**src/hw/rtl/shp_pkg.sv**
```systemverilog
// ----------------------------------------------------------------------------
// Sponge hash package
// Shared constants, types and permutation functions for the 384-bit sponge
// hash.
// ----------------------------------------------------------------------------
package shp_pkg;

   localparam int RATE_BYTES_DEFAULT = 16;
   localparam int STATE_WORDS        = 12;
   localparam int STATE_BYTES        = 48;
   localparam int BYTE_IDX_W         = 6;
   localparam int ROUNDS_PER_STEP    = 2;
   localparam int PERM_STEPS         = 24 / ROUNDS_PER_STEP;
   localparam int STEP_W             = $clog2(PERM_STEPS);
   localparam int ROUND_W            = 5;
   localparam int QUEUE_DEPTH        = 4;
   localparam int QUEUE_PTR_W        = $clog2(QUEUE_DEPTH);
   localparam int QUEUE_CNT_W        = $clog2(QUEUE_DEPTH + 1);

   localparam logic [31:0] ROUND_CONST = 32'h79379E00;
   localparam logic [7:0]  PAD_FIRST   = 8'h80;
   localparam logic [7:0]  PAD_LAST    = 8'h01;

   typedef logic [STATE_WORDS-1:0][31:0] state_type;

   typedef struct packed {
      logic [7:0] data_byte;
      logic       has_byte;
      logic       last;
   } item_type;

   // XOR one byte into the state; byte k sits little-endian in word k/4.
   function automatic state_type xor_byte(state_type s, logic [BYTE_IDX_W-1:0] idx,
                                          logic [7:0] v);
      state_type n;
      n = s;
      for (int w = 0; w < STATE_WORDS; w++) begin
         for (int b = 0; b < 4; b++) begin
            if (idx == BYTE_IDX_W'(w * 4 + b)) begin
               n[w][b*8 +: 8] = s[w][b*8 +: 8] ^ v;
            end
         end
      end
      return n;
   endfunction

   // One round: column SP-box, then swap+constant if r%4==0, half swap if r%4==2.
   function automatic state_type perm_round(state_type s, logic [ROUND_W-1:0] r);
      state_type   n;
      logic [31:0] x;
      logic [31:0] y;
      logic [31:0] z;
      logic [31:0] t;
      n = s;
      for (int c = 0; c < 4; c++) begin
         x = {s[c][7:0], s[c][31:8]};
         y = {s[4+c][22:0], s[4+c][31:23]};
         z = s[8+c];
         n[8+c] = x ^ {z[30:0], 1'b0} ^ {(y[29:0] & z[29:0]), 2'b00};
         n[4+c] = y ^ x ^ {(x[30:0] | z[30:0]), 1'b0};
         n[c]   = z ^ y ^ {(x[28:0] & y[28:0]), 3'b000};
      end
      if (r[1:0] == 2'd0) begin
         t    = n[0];
         n[0] = n[1];
         n[1] = t;
         t    = n[2];
         n[2] = n[3];
         n[3] = t;
         n[0] = n[0] ^ ROUND_CONST ^ {{(32-ROUND_W){1'b0}}, r};
      end else if (r[1:0] == 2'd2) begin
         t    = n[0];
         n[0] = n[2];
         n[2] = t;
         t    = n[1];
         n[1] = n[3];
         n[3] = t;
      end
      return n;
   endfunction

endpackage

```
**src/hw/rtl/shp_if.sv**
```systemverilog
// ----------------------------------------------------------------------------
// Sponge hash channels
// Valid/ready channels for message items and digest chunks.
// ----------------------------------------------------------------------------
interface shp_req_if;
   logic       valid;
   logic       ready;
   logic [7:0] data_byte;
   logic       has_byte;
   logic       last;

   modport source (output valid, data_byte, has_byte, last, input ready);
   modport sink   (input valid, data_byte, has_byte, last, output ready);
endinterface

interface shp_rsp_if;
   logic        valid;
   logic        ready;
   logic [63:0] digest_chunk;
   logic        chunk_last;

   modport source (output valid, digest_chunk, chunk_last, input ready);
   modport sink   (input valid, digest_chunk, chunk_last, output ready);
endinterface

```
**src/hw/rtl/shp_item_fifo.sv**
```systemverilog
// ----------------------------------------------------------------------------
// Sponge hash item queue
// Accepts message items and holds them until the engine takes them.
// ----------------------------------------------------------------------------
module shp_item_fifo (
   input  logic             clock,
   input  logic             reset,
   shp_req_if.sink          req_chan,
   output logic             item_valid,
   output shp_pkg::item_type item,
   input  logic             item_pop
);

   shp_pkg::item_type                     mem_ff [shp_pkg::QUEUE_DEPTH];
   logic [shp_pkg::QUEUE_PTR_W-1:0]       head_ff;
   logic [shp_pkg::QUEUE_PTR_W-1:0]       head_in;
   logic [shp_pkg::QUEUE_PTR_W-1:0]       tail_ff;
   logic [shp_pkg::QUEUE_PTR_W-1:0]       tail_in;
   logic [shp_pkg::QUEUE_CNT_W-1:0]       count_ff;
   logic [shp_pkg::QUEUE_CNT_W-1:0]       count_in;
   logic                                  push;
   logic                                  pop;

   assign req_chan.ready = (count_ff != shp_pkg::QUEUE_CNT_W'(shp_pkg::QUEUE_DEPTH));
   assign push           = req_chan.valid && req_chan.ready;
   assign item_valid     = (count_ff != '0);
   assign pop            = item_pop && item_valid;
   assign item           = mem_ff[head_ff];

   always_comb begin
      head_in  = pop  ? head_ff + 1'b1 : head_ff;
      tail_in  = push ? tail_ff + 1'b1 : tail_ff;
      count_in = count_ff;
      if (push && !pop) begin
         count_in = count_ff + 1'b1;
      end else if (pop && !push) begin
         count_in = count_ff - 1'b1;
      end
   end

   always_ff @(posedge clock) begin
      if (push) begin
         mem_ff[tail_ff] <= '{data_byte: req_chan.data_byte,
                              has_byte:  req_chan.has_byte,
                              last:      req_chan.last};
      end
   end

   always_ff @(posedge clock) begin
      if (reset) begin
         head_ff  <= '0;
         tail_ff  <= '0;
         count_ff <= '0;
      end else begin
         head_ff  <= head_in;
         tail_ff  <= tail_in;
         count_ff <= count_in;
      end
   end

endmodule

```
**src/hw/rtl/shp_engine.sv**
```systemverilog
// ----------------------------------------------------------------------------
// Sponge hash engine
// Absorbs bytes, runs the permutation two rounds per cycle, pads and squeezes
// the digest into a two-chunk output buffer.
// ----------------------------------------------------------------------------
module shp_engine #(
   parameter int RATE_BYTES = shp_pkg::RATE_BYTES_DEFAULT
) (
   input  logic             clock,
   input  logic             reset,
   input  logic             item_valid,
   input  shp_pkg::item_type item,
   output logic             item_pop,
   shp_rsp_if.source        rsp_chan
);

   localparam int POS_W = (RATE_BYTES > 1) ? $clog2(RATE_BYTES) : 1;

   localparam logic [1:0] ST_IDLE = 2'd0;
   localparam logic [1:0] ST_PAD  = 2'd1;
   localparam logic [1:0] ST_PERM = 2'd2;
   localparam logic [1:0] ST_HOLD = 2'd3;

   localparam logic [1:0] PH_ABSORB = 2'd0;
   localparam logic [1:0] PH_DIG1   = 2'd1;
   localparam logic [1:0] PH_DIG2   = 2'd2;

   logic [1:0]                    fsm_ff;
   logic [1:0]                    fsm_in;
   logic [1:0]                    phase_ff;
   logic [1:0]                    phase_in;
   logic                          pend_ff;
   logic                          pend_in;
   logic [shp_pkg::STEP_W-1:0]    step_ff;
   logic [shp_pkg::STEP_W-1:0]    step_in;
   logic [POS_W-1:0]              pos_ff;
   logic [POS_W-1:0]              pos_in;
   shp_pkg::state_type            state_ff;
   shp_pkg::state_type            state_in;
   shp_pkg::state_type            absorbed;
   shp_pkg::state_type            padded;
   shp_pkg::state_type            round_a;
   shp_pkg::state_type            round_b;
   logic [3:0][31:0]              buf_ff;
   logic [3:0][31:0]              buf_in;
   logic [1:0]                    cnt_ff;
   logic [1:0]                    cnt_in;
   logic                          final_ff;
   logic                          final_in;
   logic                          block_full;
   logic                          rsp_take;

   assign item_pop   = (fsm_ff == ST_IDLE) && item_valid;
   assign block_full = (pos_ff == POS_W'(RATE_BYTES - 1));
   assign rsp_take   = rsp_chan.valid && rsp_chan.ready;

   assign rsp_chan.valid        = (cnt_ff != 2'd0);
   assign rsp_chan.digest_chunk = {buf_ff[1], buf_ff[0]};
   assign rsp_chan.chunk_last   = final_ff && (cnt_ff == 2'd1);

   always_comb begin
      absorbed = shp_pkg::xor_byte(state_ff, shp_pkg::BYTE_IDX_W'(pos_ff), item.data_byte);
      padded   = shp_pkg::xor_byte(
                    shp_pkg::xor_byte(state_ff, shp_pkg::BYTE_IDX_W'(pos_ff),
                                      shp_pkg::PAD_FIRST),
                    shp_pkg::BYTE_IDX_W'(RATE_BYTES - 1), shp_pkg::PAD_LAST);
      round_a  = shp_pkg::perm_round(state_ff, {step_ff, 1'b0});
      round_b  = shp_pkg::perm_round(round_a, {step_ff, 1'b1});
   end

   always_comb begin
      fsm_in   = fsm_ff;
      phase_in = phase_ff;
      pend_in  = pend_ff;
      step_in  = step_ff;
      pos_in   = pos_ff;
      state_in = state_ff;
      buf_in   = buf_ff;
      cnt_in   = cnt_ff;
      final_in = final_ff;

      if (rsp_take) begin
         buf_in[0] = buf_ff[2];
         buf_in[1] = buf_ff[3];
         cnt_in    = cnt_ff - 2'd1;
      end

      unique case (fsm_ff)
         ST_IDLE: begin
            if (item_valid) begin
               if (item.has_byte) begin
                  state_in = absorbed;
                  if (block_full) begin
                     pos_in   = '0;
                     phase_in = PH_ABSORB;
                     pend_in  = item.last;
                     step_in  = '0;
                     fsm_in   = ST_PERM;
                  end else begin
                     pos_in = pos_ff + 1'b1;
                     fsm_in = item.last ? ST_PAD : ST_IDLE;
                  end
               end else begin
                  fsm_in = item.last ? ST_PAD : ST_IDLE;
               end
            end
         end
         ST_PAD: begin
            state_in = padded;
            phase_in = PH_DIG1;
            step_in  = '0;
            fsm_in   = ST_PERM;
         end
         ST_PERM: begin
            state_in = round_b;
            step_in  = step_ff + 1'b1;
            if (step_ff == shp_pkg::STEP_W'(shp_pkg::PERM_STEPS - 1)) begin
               if (phase_ff == PH_ABSORB) begin
                  fsm_in  = pend_ff ? ST_PAD : ST_IDLE;
                  pend_in = 1'b0;
               end else begin
                  fsm_in = ST_HOLD;
               end
            end
         end
         ST_HOLD: begin
            if (cnt_ff == 2'd0) begin
               buf_in   = state_ff[3:0];
               cnt_in   = 2'd2;
               final_in = (phase_ff == PH_DIG2);
               if (phase_ff == PH_DIG2) begin
                  state_in = '0;
                  pos_in   = '0;
                  fsm_in   = ST_IDLE;
               end else begin
                  phase_in = PH_DIG2;
                  step_in  = '0;
                  fsm_in   = ST_PERM;
               end
            end
         end
         default: begin
            fsm_in = ST_IDLE;
         end
      endcase
   end

   always_ff @(posedge clock) begin
      buf_ff  <= buf_in;
      step_ff <= step_in;
   end

   always_ff @(posedge clock) begin
      if (reset) begin
         fsm_ff   <= ST_IDLE;
         phase_ff <= PH_ABSORB;
         pend_ff  <= 1'b0;
         pos_ff   <= '0;
         state_ff <= '0;
         cnt_ff   <= 2'd0;
         final_ff <= 1'b0;
      end else begin
         fsm_ff   <= fsm_in;
         phase_ff <= phase_in;
         pend_ff  <= pend_in;
         pos_ff   <= pos_in;
         state_ff <= state_in;
         cnt_ff   <= cnt_in;
         final_ff <= final_in;
      end
   end

endmodule

```
**src/hw/rtl/sponge_hash_perm384_top.sv**
```systemverilog
// Each message byte is absorbed from the engine's idle state; a full block then runs the permutation.
// A last item is padded and permuted before its first digest beat, after an absorb
// permutation if its byte fills a block; its last digest beat follows a second permutation.
// Throughput is set by the permutation unit, two rounds per cycle, sharing the state.
// The item queue holds 4 items; the output buffer holds two chunks.
// Synchronous reset clears the state, the byte position, the queue and the output buffer count.
// ----------------------------------------------------------------------------
// Sponge hash top level
// Item queue in front of the absorb and permutation engine.
// ----------------------------------------------------------------------------
module sponge_hash_perm384_top #(
   parameter int RATE_BYTES = shp_pkg::RATE_BYTES_DEFAULT
) (
   input  logic       clock,
   input  logic       reset,
   shp_req_if.sink    req_chan,
   shp_rsp_if.source  rsp_chan
);

   logic              item_valid;
   logic              item_pop;
   shp_pkg::item_type item;

   shp_item_fifo u_fifo (
      .clock      (clock),
      .reset      (reset),
      .req_chan   (req_chan),
      .item_valid (item_valid),
      .item       (item),
      .item_pop   (item_pop)
   );

   shp_engine #(
      .RATE_BYTES (RATE_BYTES)
   ) u_engine (
      .clock      (clock),
      .reset      (reset),
      .item_valid (item_valid),
      .item       (item),
      .item_pop   (item_pop),
      .rsp_chan   (rsp_chan)
   );

`ifndef SYNTHESIS
   assert property (@(posedge clock) disable iff (reset)
      item_pop |-> item_valid)
      else $error("Engine took an item from an empty queue.");

   assert property (@(posedge clock) disable iff (reset)
      (req_chan.valid && req_chan.ready && !item_pop) |=> item_valid)
      else $error("Queue lost a pushed item.");

   assert property (@(posedge clock) disable iff (reset)
      (rsp_chan.valid && rsp_chan.ready && rsp_chan.chunk_last) |=> !rsp_chan.valid)
      else $error("Output buffer not empty after the final digest beat.");
`endif

endmodule
```
**src/flat_wrapper.sv**
```systemverilog
// flat-port wrapper written by rule: the top's interface ports become plain ports
module sponge_hash_perm384_top_flat 
#(
   parameter int RATE_BYTES = shp_pkg::RATE_BYTES_DEFAULT
)
  (clock, reset, req_chan_valid, req_chan_data_byte, req_chan_has_byte, req_chan_last, req_chan_ready, rsp_chan_valid, rsp_chan_digest_chunk, rsp_chan_chunk_last, rsp_chan_ready);
  shp_req_if req_chan_i ();
  shp_rsp_if rsp_chan_i ();
  input  logic clock;
  input  logic reset;
  input wire logic [$bits(req_chan_i.valid)-1:0] req_chan_valid;
  input wire logic [$bits(req_chan_i.data_byte)-1:0] req_chan_data_byte;
  input wire logic [$bits(req_chan_i.has_byte)-1:0] req_chan_has_byte;
  input wire logic [$bits(req_chan_i.last)-1:0] req_chan_last;
  output wire logic [$bits(req_chan_i.ready)-1:0] req_chan_ready;
  output wire logic [$bits(rsp_chan_i.valid)-1:0] rsp_chan_valid;
  output wire logic [$bits(rsp_chan_i.digest_chunk)-1:0] rsp_chan_digest_chunk;
  output wire logic [$bits(rsp_chan_i.chunk_last)-1:0] rsp_chan_chunk_last;
  input wire logic [$bits(rsp_chan_i.ready)-1:0] rsp_chan_ready;
  assign req_chan_i.valid = req_chan_valid;
  assign req_chan_i.data_byte = req_chan_data_byte;
  assign req_chan_i.has_byte = req_chan_has_byte;
  assign req_chan_i.last = req_chan_last;
  assign req_chan_ready = req_chan_i.ready;
  assign rsp_chan_valid = rsp_chan_i.valid;
  assign rsp_chan_digest_chunk = rsp_chan_i.digest_chunk;
  assign rsp_chan_chunk_last = rsp_chan_i.chunk_last;
  assign rsp_chan_i.ready = rsp_chan_ready;
  sponge_hash_perm384_top #(.RATE_BYTES(RATE_BYTES)) u_core (.clock(clock), .reset(reset), .req_chan(req_chan_i), .rsp_chan(rsp_chan_i));
endmodule
```
**config.mk**
```make
export PLATFORM = sky130hd
export DESIGN_NAME = sponge_hash_perm384_top_flat
export DESIGN_NICKNAME = d
export VERILOG_FILES = /design/src/hw/rtl/shp_pkg.sv /design/src/hw/rtl/shp_if.sv /design/src/hw/rtl/shp_item_fifo.sv /design/src/hw/rtl/shp_engine.sv /design/src/hw/rtl/sponge_hash_perm384_top.sv /design/src/flat_wrapper.sv
export SDC_FILE = /design/constraint.sdc
export NUM_CORES = 2
export LEC_CHECK = 0
export ABC_AREA = 1
export BUFFER_PORTS_ARGS = -buffer_cell sky130_fd_sc_hd__buf_2
export CELL_PAD_IN_SITES_DETAIL_PLACEMENT = 1
export CELL_PAD_IN_SITES_GLOBAL_PLACEMENT = 1
export CORE_MARGIN = 2
export CORE_UTILIZATION = 39
export DETAILED_ROUTE_END_ITERATION = 10
export HOLD_SLACK_MARGIN = 0.02
export PLACE_DENSITY_LB_ADDON = 0.1
export REMOVE_ABC_BUFFERS = 1
export SYNTH_ARGS = -nofsm -noshare
export SYNTH_HDL_FRONTEND = slang
export SYNTH_SLANG_ARGS = --single-unit
export TNS_END_PERCENT = 20
```
**constraint.sdc**
```tcl
create_clock -name clock -period 3.1 [get_ports clock]
set_clock_uncertainty 0.05 [all_clocks]
set_input_delay 0.62 -clock clock [delete_from_list [all_inputs] [get_ports clock]]
set_output_delay 0.62 -clock clock [all_outputs]
set_load 0.01 [all_outputs]
```
==> flow_summary.ini <==
[timing]
hold_viol = 0
max-slew-margin-rel_pct = 15.4
worst_pin_slew_ns = 1.26
period_minus_slack_ns = 2.96
clock.fmax_mhz = 337
tns_ns = 0
rsz0062_at_grt = false
setup_violations = 0
finalCritPeriodShare_pct = 95.6
slew_violations = 0

[cts]
cts_inserted_buffers = 79
cts_setup_buffers = 0
clockBufferDepth = 3
cts_hold_buf = 0
clock-sinks = 577
clk_pin_slew_ns = 0.06
cts_tree = done
clk_latency_ns = 0.69
cts-root-buf = clkbuf_16
h-tree-depth = 3
cts_resized = 0

[global_route]
grt_busiest_layer = met2
met2_usage_pct = 63.2
grt.total_usage_pct = 41.2
antenna_found_initial = 20
grt_pass1_vias = 45277
use_met1_pct = 54.5
grt_max_degree = 144
grt_pass1_wl_um = 342000
grt_util_met3_pct = 8.25
grt_overflow = 0

[yosys]
synth_edf_count = 108
synth_seq_cells = 577
syn_area_um2 = 44800
avgSynthCellArea_um2 = 7.11
yosys.cell_types.count = 49
async_flop_share_pct = 0
ys_warn_count = 0
synth_ff_type = dfxtp_1
ys_seq_area_share_pct = 28.2
syn_inst = 6296

[cells_and_area]
fill_cells = 14381
drive_gt1_share_pct = 11.0
nets = 7013
syn_to_final_growth_pct = 14.9

[drt]
wl_per_cell_um = 30.5
routed_via_density = 5.77
post-route-drc-count = 0
first_pass_iters = 6
wl_um = 248000
num_vias = 46810
antenna_left = 0
drtIter0Drc = 4792

[critical_path]
cp_data_required_time_ns = 3.65
cp-end-kind = flip-flop
arrival_ns = 3.51
crit_path_max_fanout = 11
r2r_setup_slack_ns = 0.14
start_kind = flip-flop
critPathKind = flip-flop to flip-flop

[placed_design]
portBuffers = 80
hpwl_um = 198000
place_congestion = 1.05

[flow_run]
drv_cap = 0

[floorplanning]
die_area_um2 = 117000
die_h_um = 343
initial_core_util_pct = 39.3
rows = 124
dieWidth_um = 343
pin_count = 81
coreArea_um2 = 114000

[power]
pwr_density_cell_nw_per_um2 = 1320
vdd_drop_max_mv = 0.656
p_leak_nw = 25.0
power_mw = 67.7

[hold_path]
hold_class = primary input to flip-flop
worstHoldStart = req_chan_data_byte[3]

[run_status]
status = finished clean
==> area by class of cell <==
cell class	count	area [um^2]	share of cell area [%]
multi-input combinational	4865	28600	55.6
inverter	567	2140	4.17
timing repair buffer	434	3480	6.77
clock inverter	36	407	0.791
tap	1512	1890	3.68
clock buffer	110	2270	4.41
sequential	577	12600	24.6
antenna	7	17.5	0.0341
==> logic make-up after synthesis <==
| group | synth area share (%) |
|---|---|
| buffers and inverters | 8.06 |
| AOI/OAI and AO/OA | 11.3 |
| DFF | 28.2 |
| and+or+nand+nor | 27.2 |
| adders and majority gates | 13.3 |
| xor gates and xnor gates | 11.9 |
==> routing by layer <==
layer	vias up	part of all wire, %
met3	544	9.3
met4	8	6.0
met2	2065	43
li1	21050	-
met1	23143	42
met5	-	0.021
==> path summary, 6_finish.rpt <==
check / depth (start not counted) / end
hold / removal: 1 / u_core.u_fifo.mem_ff[3][5]
setup reg to reg: 7 / u_core.u_engine.state_ff[33]
hold reg to reg: 2 / u_core.u_engine.pend_ff
setup / recovery: 7 / u_core.u_engine.state_ff[33]
==> sequential cells by signal (all words and copies together), names as in the netlist, 2 cells and up, named ones only <==
signal / cells
u_core.u_engine.pos_ff: 4
u_core.u_engine.fsm_ff: 2
u_core.u_engine.buf_ff: 64
u_core.u_engine.absorbed: 256
u_core.u_engine.state_ff: 128
u_core.u_fifo.tail_ff: 2
u_core.u_engine.cnt_ff: 2
u_core.u_fifo.mem_ff: 40
u_core.u_engine.phase_ff: 2
u_core.u_fifo.count_ff: 3
u_core.u_fifo.head_ff: 2
u_core.u_engine.step_ff: 4
u_core.u_engine.rsp_chan.digest_chunk: 64
==> critical path, cell delays in order, from the launching register on <==
cell and delay (ns):
dfxtp_1 0.60, inv_2 0.21, nand3_1 0.19, nand2_1 0.62, buf_4 0.46, o31ai_1 0.47
nand2_1 0.11, a21oi_1 0.15
==> layout by cell type (no fill, tap or decap), types with 86 or more instances in the layout <==
| cell type | instances |
|---|---|
| dfxtp_1 | 469 |
| nand2_1 | 1831 |
| o22ai_1 | 86 |
| nand3_1 | 570 |
| xor2_1 | 183 |
| ha_1 | 474 |
| xnor2_1 | 422 |
| nor2_1 | 191 |
| or2_2 | 97 |
| a21oi_1 | 515 |
| o21ai_0 | 236 |
| inv_1 | 536 |
| buf_4 | 321 |
| edfxtp_1 | 108 |
==> metrics by stage <==
stage          util (%)  area, um^2  setup slack, ns  std cells  hold slack [ns]
2_1_floorplan         -       43300            -4.01       6009            0.382
3_3_place_gp       42.7       48700           0.0909       7955            0.393
3_5_place_dp       42.7       48700           0.0959       7955            0.400
4_1_cts            45.1       51400           0.0776       8101           0.0496
5_1_grt            45.1       51400            0.124       8101           0.0767
6_report           45.1       51400            0.136       8108           0.0900
==> synthesized netlist by cell type, types with 2 or more instances <==
cell type  instances  area, um^2
nand2_1         1833        6880
nand3_1          571        2860
inv_1            537        2020
a21oi_1          516        2580
ha_1             474        5930
dfxtp_1          469        9390
xnor2_1          423        3700
o21ai_0          237        1190
nor2_1           194         728
xor2_1           183        1600
clkbuf_1         110         413
edfxtp_1         108        3240
or2_2             97         607
o22ai_1           86         538
buf_2             79         395
buf_4             71         533
nand2b_1          54         338
o21ai_1           50         250
o211ai_1          40         300
inv_2             28         105
buf_1             23        86.3
nand3b_1          23         173
nand4_1           14        87.6
nand4_4           14         298
o31ai_1           11        82.6
a21o_1             8        60.1
nor3_1             6        30.0
nor2_2             4        25.0
nor2_4             4        45.0
nand2_2            3        18.8
nand2_4            3        33.8
and2_1             2        12.5
buf_6              2        22.5
buf_8              2        30.0
o21a_1             2        15.0
o21bai_1           2        15.0
==> power by group <==
group / internal, mW / total [mW] / switching, mW
combinational: 15.3 / 46.1 / 30.8
sequential: 9.58 / 11.9 / 2.33
clock: 5.64 / 9.72 / 4.08
total: 30.5 / 67.7 / 37.2
(Power assumes the default switching activity.)
